==> config.mk <==
export PLATFORM = sky130hd
export DESIGN_NAME = bcce_front
export DESIGN_NICKNAME = d
export VERILOG_FILES = /design/src/sv/bcce_pkg.sv /design/src/sv/bcce_front.sv
export SDC_FILE = /design/constraint.sdc
export NUM_CORES = 1
export LEC_CHECK = 0
export BUFFER_PORTS_ARGS = -buffer_cell sky130_fd_sc_hd__buf_4
export CAP_MARGIN = 20
export CORE_MARGIN = 4
export CORE_UTILIZATION = 25
export DETAILED_ROUTE_END_ITERATION = 8
export SYNTH_ARGS = -nofsm -noshare
export SYNTH_HDL_FRONTEND = slang
export SYNTH_SLANG_ARGS = --single-unit
==> constraint.sdc <==
create_clock -name vclk -period 6.4
set_input_delay 0.64 -clock vclk [all_inputs]
set_output_delay 0.64 -clock vclk [all_outputs]
set_load 0.02 [all_outputs]
==> src/sv/bcce_pkg.sv <==
`timescale 1ns / 1ps
`default_nettype none

package bcce_pkg;

   // Request field widths
   localparam int FUNC_W   = 2;
   localparam int PX_W     = 14;
   localparam int PY_W     = 13;
   localparam int RADIUS_W = 12;
   localparam int WIDTH_W  = 11;
   localparam int HEIGHT_W = 10;

   // Pixel coordinate width for the largest supported map (4096 x 4096)
   localparam int CRD_W    = 12;
   localparam int R2_W     = 2 * RADIUS_W;

   localparam int QUEUE_DEPTH = 2;

   // Request function codes
   localparam logic [FUNC_W-1:0] FUNC_CARVE = 2'd0;
   localparam logic [FUNC_W-1:0] FUNC_FILL  = 2'd1;
   localparam logic [FUNC_W-1:0] FUNC_QUERY = 2'd2;

   // Work kinds handed from the front to the back
   typedef enum logic [1:0] {
      OP_REPLY = 2'd0,
      OP_FILL  = 2'd1,
      OP_CARVE = 2'd2,
      OP_QUERY = 2'd3
   } op_type;

   typedef struct packed {
      op_type                op;
      logic                  solid;
      logic                  rejected;
      logic [CRD_W-1:0]      x0;
      logic [CRD_W-1:0]      x1;
      logic [CRD_W-1:0]      y0;
      logic [CRD_W-1:0]      y1;
      logic [PX_W-1:0]       px;
      logic [PY_W-1:0]       py;
      logic [RADIUS_W-1:0]   radius;
   } cmd_type;

endpackage

`default_nettype wire

==> src/sv/bcce_front.sv <==
`timescale 1ns / 1ps
`default_nettype none

module bcce_front
   import bcce_pkg::*;
#(
   parameter int MAP_WIDTH  = 1024,
   parameter int MAP_HEIGHT = 512,
   parameter int FRAC_BITS  = 4
) (
   input  wire logic                req_valid,
   output      logic                req_ready,
   input  wire logic [FUNC_W-1:0]   req_func,
   input  wire logic [PX_W-1:0]     req_pos_x,
   input  wire logic [PY_W-1:0]     req_pos_y,
   input  wire logic [RADIUS_W-1:0] req_radius,
   input  wire logic [WIDTH_W-1:0]  req_rect_width,
   input  wire logic [HEIGHT_W-1:0] req_rect_height,
   input  wire logic                clearing,
   output      logic                cmd_valid,
   input  wire logic                cmd_ready,
   output      cmd_type             cmd
);

   // Wide enough for position plus scaled rectangle size plus rounding
   localparam int FW = ((WIDTH_W + FRAC_BITS > PX_W) ? WIDTH_W + FRAC_BITS : PX_W) + 2;

   localparam logic [FW-1:0] X_LAST  = FW'(MAP_WIDTH - 1);
   localparam logic [FW-1:0] Y_LAST  = FW'(MAP_HEIGHT - 1);
   localparam logic [FW-1:0] X_LIMIT = FW'(MAP_WIDTH);
   localparam logic [FW-1:0] Y_LIMIT = FW'(MAP_HEIGHT);
   localparam logic [FW-1:0] X_EDGE  = FW'(MAP_WIDTH << FRAC_BITS);
   localparam logic [FW-1:0] Y_EDGE  = FW'(MAP_HEIGHT << FRAC_BITS);
   localparam logic [FW-1:0] ROUND   = FW'((1 << FRAC_BITS) - 1);

   typedef struct packed {
      logic [FW-1:0] lo;
      logic [FW-1:0] hi;
      logic          empty;
   } span_type;

   // Bounding span of a carve along one axis, clipped to the carvable area
   function automatic span_type carve_span(input logic [FW-1:0] p,
                                           input logic [FW-1:0] r,
                                           input logic [FW-1:0] lim);
      span_type s;
      s.lo = (p > r) ? ((p - r) >> FRAC_BITS) : '0;
      if (s.lo < FW'(2)) s.lo = FW'(2);
      s.hi = (p + r) >> FRAC_BITS;
      if (s.hi > lim) s.hi = lim;
      s.empty = (s.lo > s.hi);
      return s;
   endfunction

   // Span of a fill along one axis; lim is the map size on that axis
   function automatic span_type fill_span(input logic [FW-1:0] p,
                                          input logic [FW-1:0] n,
                                          input logic [FW-1:0] lim);
      span_type      s;
      logic [FW-1:0] stop;
      stop = (p + (n << FRAC_BITS) + ROUND) >> FRAC_BITS;
      if (stop > lim) stop = lim;
      s.lo    = p >> FRAC_BITS;
      s.hi    = stop - FW'(1);
      s.empty = (s.lo >= stop);
      return s;
   endfunction

   logic [FW-1:0] px_w;
   logic [FW-1:0] py_w;
   logic [FW-1:0] qx;
   logic [FW-1:0] qy;
   span_type      cx;
   span_type      cy;
   span_type      fx;
   span_type      fy;
   logic          reject;

   assign px_w = FW'(req_pos_x);
   assign py_w = FW'(req_pos_y);
   assign qx   = px_w >> FRAC_BITS;
   assign qy   = py_w >> FRAC_BITS;
   assign cx   = carve_span(px_w, FW'(req_radius), X_LAST);
   assign cy   = carve_span(py_w, FW'(req_radius), Y_LAST);
   assign fx   = fill_span(px_w, FW'(req_rect_width), X_LIMIT);
   assign fy   = fill_span(py_w, FW'(req_rect_height), Y_LIMIT);

   assign reject = (req_pos_x == '0) || (req_pos_y == '0) ||
                   (px_w > X_EDGE) || (py_w > Y_EDGE);

   assign cmd_valid = req_valid && !clearing;
   assign req_ready = cmd_ready && !clearing;

   always_comb begin
      cmd          = '0;
      cmd.op       = OP_REPLY;
      cmd.px       = req_pos_x;
      cmd.py       = req_pos_y;
      cmd.radius   = req_radius;
      unique case (req_func)
         FUNC_CARVE: begin
            if (reject) begin
               cmd.rejected = 1'b1;
            end else if (!cx.empty && !cy.empty) begin
               cmd.op = OP_CARVE;
               cmd.x0 = CRD_W'(cx.lo);
               cmd.x1 = CRD_W'(cx.hi);
               cmd.y0 = CRD_W'(cy.lo);
               cmd.y1 = CRD_W'(cy.hi);
            end
         end
         FUNC_FILL: begin
            if (!fx.empty && !fy.empty) begin
               cmd.op = OP_FILL;
               cmd.x0 = CRD_W'(fx.lo);
               cmd.x1 = CRD_W'(fx.hi);
               cmd.y0 = CRD_W'(fy.lo);
               cmd.y1 = CRD_W'(fy.hi);
            end
         end
         FUNC_QUERY: begin
            // Border and off-map pixels read solid without a memory access
            if ((qx <= FW'(1)) || (qy <= FW'(1)) || (qx >= X_LIMIT) || (qy >= Y_LIMIT)) begin
               cmd.solid = 1'b1;
            end else begin
               cmd.op = OP_QUERY;
               cmd.x0 = CRD_W'(qx);
               cmd.y0 = CRD_W'(qy);
            end
         end
         default: begin
            cmd.op = OP_REPLY;
         end
      endcase
   end

endmodule

`default_nettype wire

==> out/qor.yml, run 1 <==
outcome:
  status: "complete, no violations"
placed_design:
  numPortBuffers: 153
  gp_congestion: 0.905
  post_dp_cell_area_sq_mm: 0.00719
  dpl.hpwl_microns: 19300
layout:
  final_cell_mix: "buf_4, ha_1, nor2_1, nand2_1, a21oi_1"
  seqCellArea_sq_um: 0
  nFlopsAndLatches: 0
  area_delta_synth_final_pct: 24.2
  insertedDiodeCount: 0
  num-clock-buffers: 0
  final_common_cell: "buf_4"
  finalInstanceArea_sq_mm: 0.00729
  nets: 1129
  drive_gt1_frac: 0.236
sta:
  tns_ns: 0
  post-route-period-util: 0.953
  drv_slew: 0
  fmaxAchievable_mhz: 164
  finalHoldWorstSlack_ns: 1.52
  hold_viol_final: 0
  relSlewSlack: 0.539
  setup_violations: 0
  worst_slew_pin_slew_ns: 0.685
  fin_crit_ns: 6.10
grt:
  grt_pass1_vias: 6292
  grt_max_degree: 24
  grt_use_total: 0.165
  antenna_found_initial: 0
  grt_remaining_overflow: 0
  grt_pass1_wl_microns: 35300
power_and_ir_drop:
  power_density_mw_per_mm2: 124
  fin_total_pwr_uw: 906
  leakage_nw: 3.41
  ir_drop_mv: 0.0537
critical_path:
  path_class: "primary input to output pin"
  arrival_ns: 5.46
  crit_start: "req_radius[3]"
  cp-start-kind: "primary input"
  critPathCaptureType: "output pin"
  critical_path_required_ns: 5.76
  path_max_fanout: 23
die:
  ios: 158
  row_count: 55
  die_w_microns: 161
  core_sq_mm: 0.0228
  start_util: 0.257
  die_h_microns: 161
  dieArea_sq_mm: 0.0260
routing:
  num_vias: 6663
  postRouteAntennaNets: 0
  wl_per_cell_microns: 18.2
  vias_per_cell: 5.27
  drt_iter0_drc: 608
  drc_errors: 0
  first_pass_iters: 5
  wirelength_microns: 23000
synth:
  synth_warnings: 0
  syn_avg_cell_area_sq_um: 7.01
  syn_area_sq_mm: 0.00587
  synth_top_area_share: 0.235
  synth_top_area_cell: "ha_1"
  synth_area_leaders: "ha_1, buf_4, nor2_1, a21oi_1, xnor2_1"
  postSynthCellCount: 837
  yosysSeqAreaShare: 0
  synth_cell_types: 88
min_path:
  hp-start: "req_radius[1]"
  holdPathStages: 2
  hold_path.class: "primary input to output pin"
clocking:
  holdBufCountCts: 0
job:
  cap_viol_max_count: 0
[synth_stat cells, drive strengths merged (4+ instances only)]
cell,instances
o22ai,8
or2,5
a31oi,6
clkbuf,23
a22o,12
nor2b,11
o211ai,7
nand2,61
ha,110
or3,6
o21ai,40
a211oi,13
and2,17
o21bai,10
buf,52
and3,7
a21oi,57
or4,4
o31ai,6
a221oi,8
nor4,10
o2bb2ai,4
a2111oi,4
nand2b,11
nand3,20
a211o,7
nand4,12
xor2,11
a21o,31
mux2i,5
nor3,25
xnor2,29
o221ai,4
inv,48
o21a,14
a32o,4
nor2,80
[worst max-delay path, cell delays in order]
cell and delay, ns:
buf_4 0.14, inv_1 0.12, ha_1 0.29, a21oi_1 0.21, nor3b_2 0.26, a211oi_2 0.14, buf_4 0.19, nor4_1 0.18
a311oi_1 0.08, buf_4 0.17, a31o_2 0.22, a22o_1 0.26, ha_1 0.31, and4b_1 0.20, a2111oi_1 0.41, nor3_1 0.09
o221ai_1 0.29, nand4_1 0.15, or3_1 0.38, buf_12 0.18, o22a_1 0.20, o311ai_1 0.13, buf_4 0.22
[metrics by stage]
step           std cells  utilization  setup slack (ns)
5_1_grt             1265        0.319          -0.00127
2_1_floorplan        846            -             0.820
4_1_cts             1263        0.315           0.00250
6_report            1265        0.319             0.302
3_3_place_gp        1263        0.315           -0.0301
3_5_place_dp        1263        0.315           -0.0506
[final cells by class]
cell class	count	area [sq um]
repair buffers	181	1370
fillers	2518	15600
well taps	313	392
multi-input cells	723	5350
inverters	48	180
[what timing repair did]
item                       in CTS  in global routing
setup buffers                   0                  2
pin swaps                       0                  2
setup endpoints to repair       4                 40
resized for setup               2                 16
gates cloned                    0                  0
[cell families (layout without fill, tap and decap cells)]
logic type / after synthesis / count (layout) / synth area share
multiplexers: 6 / 6 / 0.0105
buffers and inverters: 123 / 229 / 0.109
XOR/XNOR: 40 / 40 / 0.0597
other: 2 / 11 / 0.00128
AND/OR/NAND/NOR: 284 / 284 / 0.247
adder cells (fa/ha/maj): 111 / 111 / 0.237
AO/OA/AOI/OAI: 271 / 271 / 0.337
[layer usage]
layer  GRT usage  wire length (microns)  up-vias
met4      0.0322                    533        0
met3      0.0120                   1370       28
met5           0                      0        -
met2       0.273                  10300      253
met1       0.238                  10800     3085
li1            -                      -     3297
[report_power, final]
group	switching (mW)	total, mW	internal [mW]
Combinational	0.535	0.906	0.370
Sequential	0	0	0
Clock	0	0	0
Total	0.535	0.906	0.370
[final timing paths]
path | endpoint | slack (ns)
setup / recovery | cmd[65] | 0.30
hold / removal | cmd[1] | 1.52
Power figures use the tool's default switching activity.
==> run 2, diff against run 1 <==
--- a/config.mk
+++ b/config.mk
@@ -6,10 +6,10 @@
 export NUM_CORES = 1
 export LEC_CHECK = 0
 export BUFFER_PORTS_ARGS = -buffer_cell sky130_fd_sc_hd__buf_4
-export CAP_MARGIN = 20
 export CORE_MARGIN = 4
-export CORE_UTILIZATION = 25
+export CORE_UTILIZATION = 57
 export DETAILED_ROUTE_END_ITERATION = 8
+export PLACE_DENSITY = 0.86
 export SYNTH_ARGS = -nofsm -noshare
 export SYNTH_HDL_FRONTEND = slang
 export SYNTH_SLANG_ARGS = --single-unit
==> run 2 against run 1 <==
  * Flip-flop and latch count unchanged
  * Final area fell by 5.2%
  * Via count is 0.80% higher
  * Critical path type unchanged
==> out/qor.yml, run 2 (synthesis gave the netlist of run 1 again) <==
outcome:
  status: "complete, no violations"
grt:
  grt_remaining_overflow: 0
  antenna_found_initial: 0
  grt_pass1_wl_microns: 29700
  grt_pass1_vias: 5983
  grt_max_degree: 21
  grt_use_total: 0.302
power_and_ir_drop:
  swShare: 0.590
  leakage_nw: 3.34
  power_frac_seq: 0
  p_comb_frac: 1.000
  p_switching_uw: 514
  clkPwrFrac: 0
  p_int_uw: 358
  ir_drop_mv: 0.0862
  power_density_mw_per_mm2: 126
layout:
  nFlopsAndLatches: 0
  seqCellArea_sq_um: 0
  num-clock-buffers: 0
  final_cell_mix: "buf_4, ha_1, nor2_1, nand2_1, a21oi_1"
  nets: 1116
  final_common_cell: "buf_4"
  area_delta_synth_final_pct: 17.8
  insertedDiodeCount: 0
  drive_gt1_frac: 0.216
die:
  die_h_microns: 109
  die_w_microns: 109
  dieArea_sq_mm: 0.0120
  core_sq_mm: 0.00991
  ios: 158
  start_util: 0.592
  row_count: 36
placed_design:
  gp_congestion: 1.04
  numPortBuffers: 153
  dpl.hpwl_microns: 15700
sta:
  fmaxAchievable_mhz: 166
  fin_crit_ns: 6.01
  tns_ns: 0
  hold_viol_final: 0
  setup_violations: 0
  relSlewSlack: 0.408
  finalHoldWorstSlack_ns: 1.52
  post-route-period-util: 0.939
  drv_slew: 0
  worst_slew_pin_slew_ns: 0.876
  rsz0062_at_grt: "false"
critical_path:
  path_max_fanout: 14
  path_class: "primary input to output pin"
  cp-start-kind: "primary input"
  critPathCaptureType: "output pin"
  critical_path_required_ns: 5.76
  arrival_ns: 5.37
routing:
  wl_per_cell_microns: 17.7
  num_vias: 6716
  drt_iter0_drc: 506
  first_pass_iters: 7
  postRouteAntennaNets: 0
  wirelength_microns: 19000
  drc_errors: 0
  vias_per_cell: 6.26
min_path:
  holdPathStages: 2
  hold_path.class: "primary input to output pin"
  hold_end: "cmd[1]"
  hp-start: "req_radius[1]"
job:
  cap_viol_max_count: 0
clocking:
  postCtsSetupRepairBufs: 0
run 2: cell types whose count changed in the layout (fill, tap and decap cells not counted), moves of 3 or more:
cell / previous run / this run
buf_4: 180 / 168
a21oi_2: 4 / 1
ha_1: 107 / 110
a21oi_1: 53 / 56
ha_2: 3 / 0
run 2: area by class of cell:
type	count	area (sq um)
multi-input combinational	723	5300
timing repair buffer	168	1260
tap	133	166
inverter	48	180
fill	910	3000
run 2: worst max-delay path by stage:
stage / endpoint / slack, ns / from
6_report: cmd[44] / 0.39 / req_radius[1]
3_5_place_dp: cmd[56] / 0.14 / req_radius[3]
4_1_cts: cmd[56] / 0.11 / req_radius[3]
2_1_floorplan: cmd[44] / 0.82 / req_radius[5]
5_1_grt: cmd[59] / 0.05 / req_radius[1]
3_3_place_gp: cmd[56] / 0.21 / req_radius[3]
run 2: critical path: stages:
cell	delay, ns
buf_4	0.10
inv_1	0.07
ha_1	0.30
nor2b_1	0.13
o211ai_1	0.18
a211oi_4	0.44
a311oi_1	0.18
o31a_1	0.41
a31o_2	0.24
a22o_1	0.26
ha_1	0.30
and4b_1	0.21
a2111oi_2	0.40
nor3_1	0.09
o221ai_1	0.19
nand4_1	0.12
or3_4	0.45
buf_4	0.21
o21ai_0	0.23
buf_4	0.19
run 2: metrics by stage:
step | util | instance area (sq um) | setup WS (ns) | total power [mW] | instances
finish | 0.697 | 6910 | 0.393 | 0.872 | 1072
floorplan | - | 5900 | 0.820 | 0.596 | 846
CTS | 0.693 | 6870 | 0.108 | 0.844 | 1072
global route | 0.697 | 6910 | 0.0517 | 0.951 | 1072
detailed placement | 0.693 | 6870 | 0.141 | 0.840 | 1072
global placement | 0.693 | 6870 | 0.211 | 0.831 | 1072
run 2: metal layers:
| metal | part of all wire | vias to the layer above | track usage |
|---|---|---|---|
| met3 | 0.099 | 34 | 0.0235 |
| met4 | 0.021 | 0 | 0.0579 |
| li1 | - | 3264 | - |
| met2 | 0.46 | 349 | 0.497 |
| met5 | 0 | - | 0 |
| met1 | 0.42 | 3069 | 0.432 |
run 2: power groups by stage:
| stage | Clock, mW | Sequential (mW) | Combinational (mW) |
|---|---|---|---|
| after global routing | 0 | 0 | 0.951 |
| after global placement | 0 | 0 | 0.831 |
| after detailed placement | 0 | 0 | 0.840 |
| after CTS | 0 | 0 | 0.844 |
| after floorplan | 0 | 0 | 0.596 |
| final | 0 | 0 | 0.872 |
run 2: repair_timing:
item                                    CTS  global route
endpoints found under the setup margin    0            32
hold buffers                              0             0
endpoints found under the hold margin     0             0
resized for setup                         0             9
==> run 3, diff against run 2 <==
--- a/config.mk
+++ b/config.mk
@@ -7,9 +7,8 @@
 export LEC_CHECK = 0
 export BUFFER_PORTS_ARGS = -buffer_cell sky130_fd_sc_hd__buf_4
 export CORE_MARGIN = 4
-export CORE_UTILIZATION = 57
+export CORE_UTILIZATION = 40
 export DETAILED_ROUTE_END_ITERATION = 8
-export PLACE_DENSITY = 0.86
 export SYNTH_ARGS = -nofsm -noshare
 export SYNTH_HDL_FRONTEND = slang
 export SYNTH_SLANG_ARGS = --single-unit
==> run 3 against run 2 <==
  * Global-route usage shrank 6.7 points
  * Die area rose by 39%
  * First-iteration DRC count increased by 11%
  * Worst hold slack worse by 0.00067 ns
  * Clock-buffer cell count unchanged
  * Wire length up 9.5%
  * Total power up 1.5%
  * Non-clock buffer count increased by 9
  * Utilization shrank 20 points
  * Maximum frequency shrank 3.8%
  * Critical endpoint is now cmd[65]
==> out/qor.yml, run 3 (synthesis gave the netlist of run 1 again) <==
clocking:
  holdBufCountCts: 0
layout:
  insertedDiodeCount: 0
  drive_gt1_frac: 0.230
  num-clock-buffers: 0
  nets: 1125
  seqCellArea_sq_um: 0
  final_common_cell: "buf_4"
  final_cell_mix: "buf_4, ha_1, nor2_1, nand2_1, a21oi_1"
  fin_util: 0.502
  nFlopsAndLatches: 0
  finalInstanceArea_sq_mm: 0.00707
  final_cell_count_no_fill: 1128
  area_delta_synth_final_pct: 20.6
grt:
  grt_use_total: 0.235
  grt_remaining_overflow: 0
  antenna_found_initial: 0
  grt_pass1_wl_microns: 31900
  grt_pass1_vias: 6052
  grt_max_degree: 21
routing:
  postRouteAntennaNets: 0
  drc_errors: 0
  wirelength_microns: 20800
  num_vias: 6659
  first_pass_iters: 5
  drt_iter0_drc: 561
  vias_per_cell: 5.90
  wl_per_cell_microns: 18.4
critical_path:
  cp-start-kind: "primary input"
  path_max_fanout: 11
  slowest_delay_ns: 0.45
  timing.critical_path.mode_cell: "buf_4"
  critical_path_required_ns: 5.76
  path_class: "primary input to output pin"
  arrival_ns: 5.61
  crit_chain: "buf_4 > inv_1 > ha_1 > o21a_1 > nor2_1 > a211oi_4 > a311oi_2 > o31a_1 > a31o_2 > a22o_1 > ha_1 > and4b_1 > a2111oi_1 > nor3_1 > o221ai_1 > nand4_1 > or3_4 > buf_4 > o22a_1 > o311ai_1 > buf_4"
  critPathCaptureType: "output pin"
  cpMaxStageDelayCell: "ha_1"
placed_design:
  dpl.hpwl_microns: 17300
  placed_cells: 1126
  post_dp_cell_area_sq_mm: 0.00698
  gp_congestion: 0.919
  numPortBuffers: 153
die:
  die_h_microns: 129
  dieArea_sq_mm: 0.0167
  start_util: 0.416
  ios: 158
  row_count: 43
  core_sq_mm: 0.0141
  die_w_microns: 129
outcome:
  status: "complete, no violations"
sta:
  relSlewSlack: 0.384
  fmaxAchievable_mhz: 160
  fin_crit_ns: 6.25
  hold_viol_final: 0
  rsz0062_at_grt: "false"
  drv_slew: 0
  worst_slew_pin_slew_ns: 0.912
  tns_ns: 0
  setup_violations: 0
  post-route-period-util: 0.976
power_and_ir_drop:
  ir_drop_mv: 0.0568
  leakage_nw: 3.38
  power_density_mw_per_mm2: 125
min_path:
  hold_path.class: "primary input to output pin"
job:
  cap_viol_max_count: 0
run 3: layout make-up:
class              count  area [sq um]
repair buffers       177          1330
inverters             48           180
well taps            180           225
fillers             1475          7020
multi-input cells    723          5340
run 3: stage by stage:
| stage | power [mW] | setup WS [ns] | hold slack [ns] |
|---|---|---|---|
| 6_report | 0.886 | 0.155 | 1.52 |
| 5_1_grt | 0.976 | 0.00833 | 1.53 |
| 4_1_cts | 0.864 | 0.0132 | 1.52 |
| 3_5_place_dp | 0.860 | 0.0339 | 1.52 |
| 3_3_place_gp | 0.863 | 0.0678 | 1.52 |
| 2_1_floorplan | 0.596 | 0.820 | 1.36 |
run 3: timing repair:
item,4_1_cts,5_1_grt
gates resized for setup,0,15
setup endpoints to repair,0,32
setup buffers,0,2
hold endpoints to repair,0,0
run 3: worst paths after layout:
path,startpoint,end,cells after the start
setup / recovery,req_radius[5],cmd[65],21
hold / removal,req_radius[1],cmd[1],2
run 3: where the power goes:
part	total, mW	internal, mW	switching [mW]
combinational	0.886	0.364	0.522
sequential	0	0	0
clock	0	0	0
total	0.886	0.364	0.522
run 3: metal layers:
layer  GRT usage  vias up  wire (microns)
li1            -     3282               -
met1       0.343     3076            9660
met2       0.378      276            9250
met3      0.0181       25            1410
met4      0.0463        0             474
met5           0        -               0
run 3: critical path, delay by kind of cell:
family | cells | cell delay, ns
compound gates | 10 | 2.58
simple gates | 5 | 0.99
fa+ha+maj | 2 | 0.76
buf+inv | 4 | 0.60
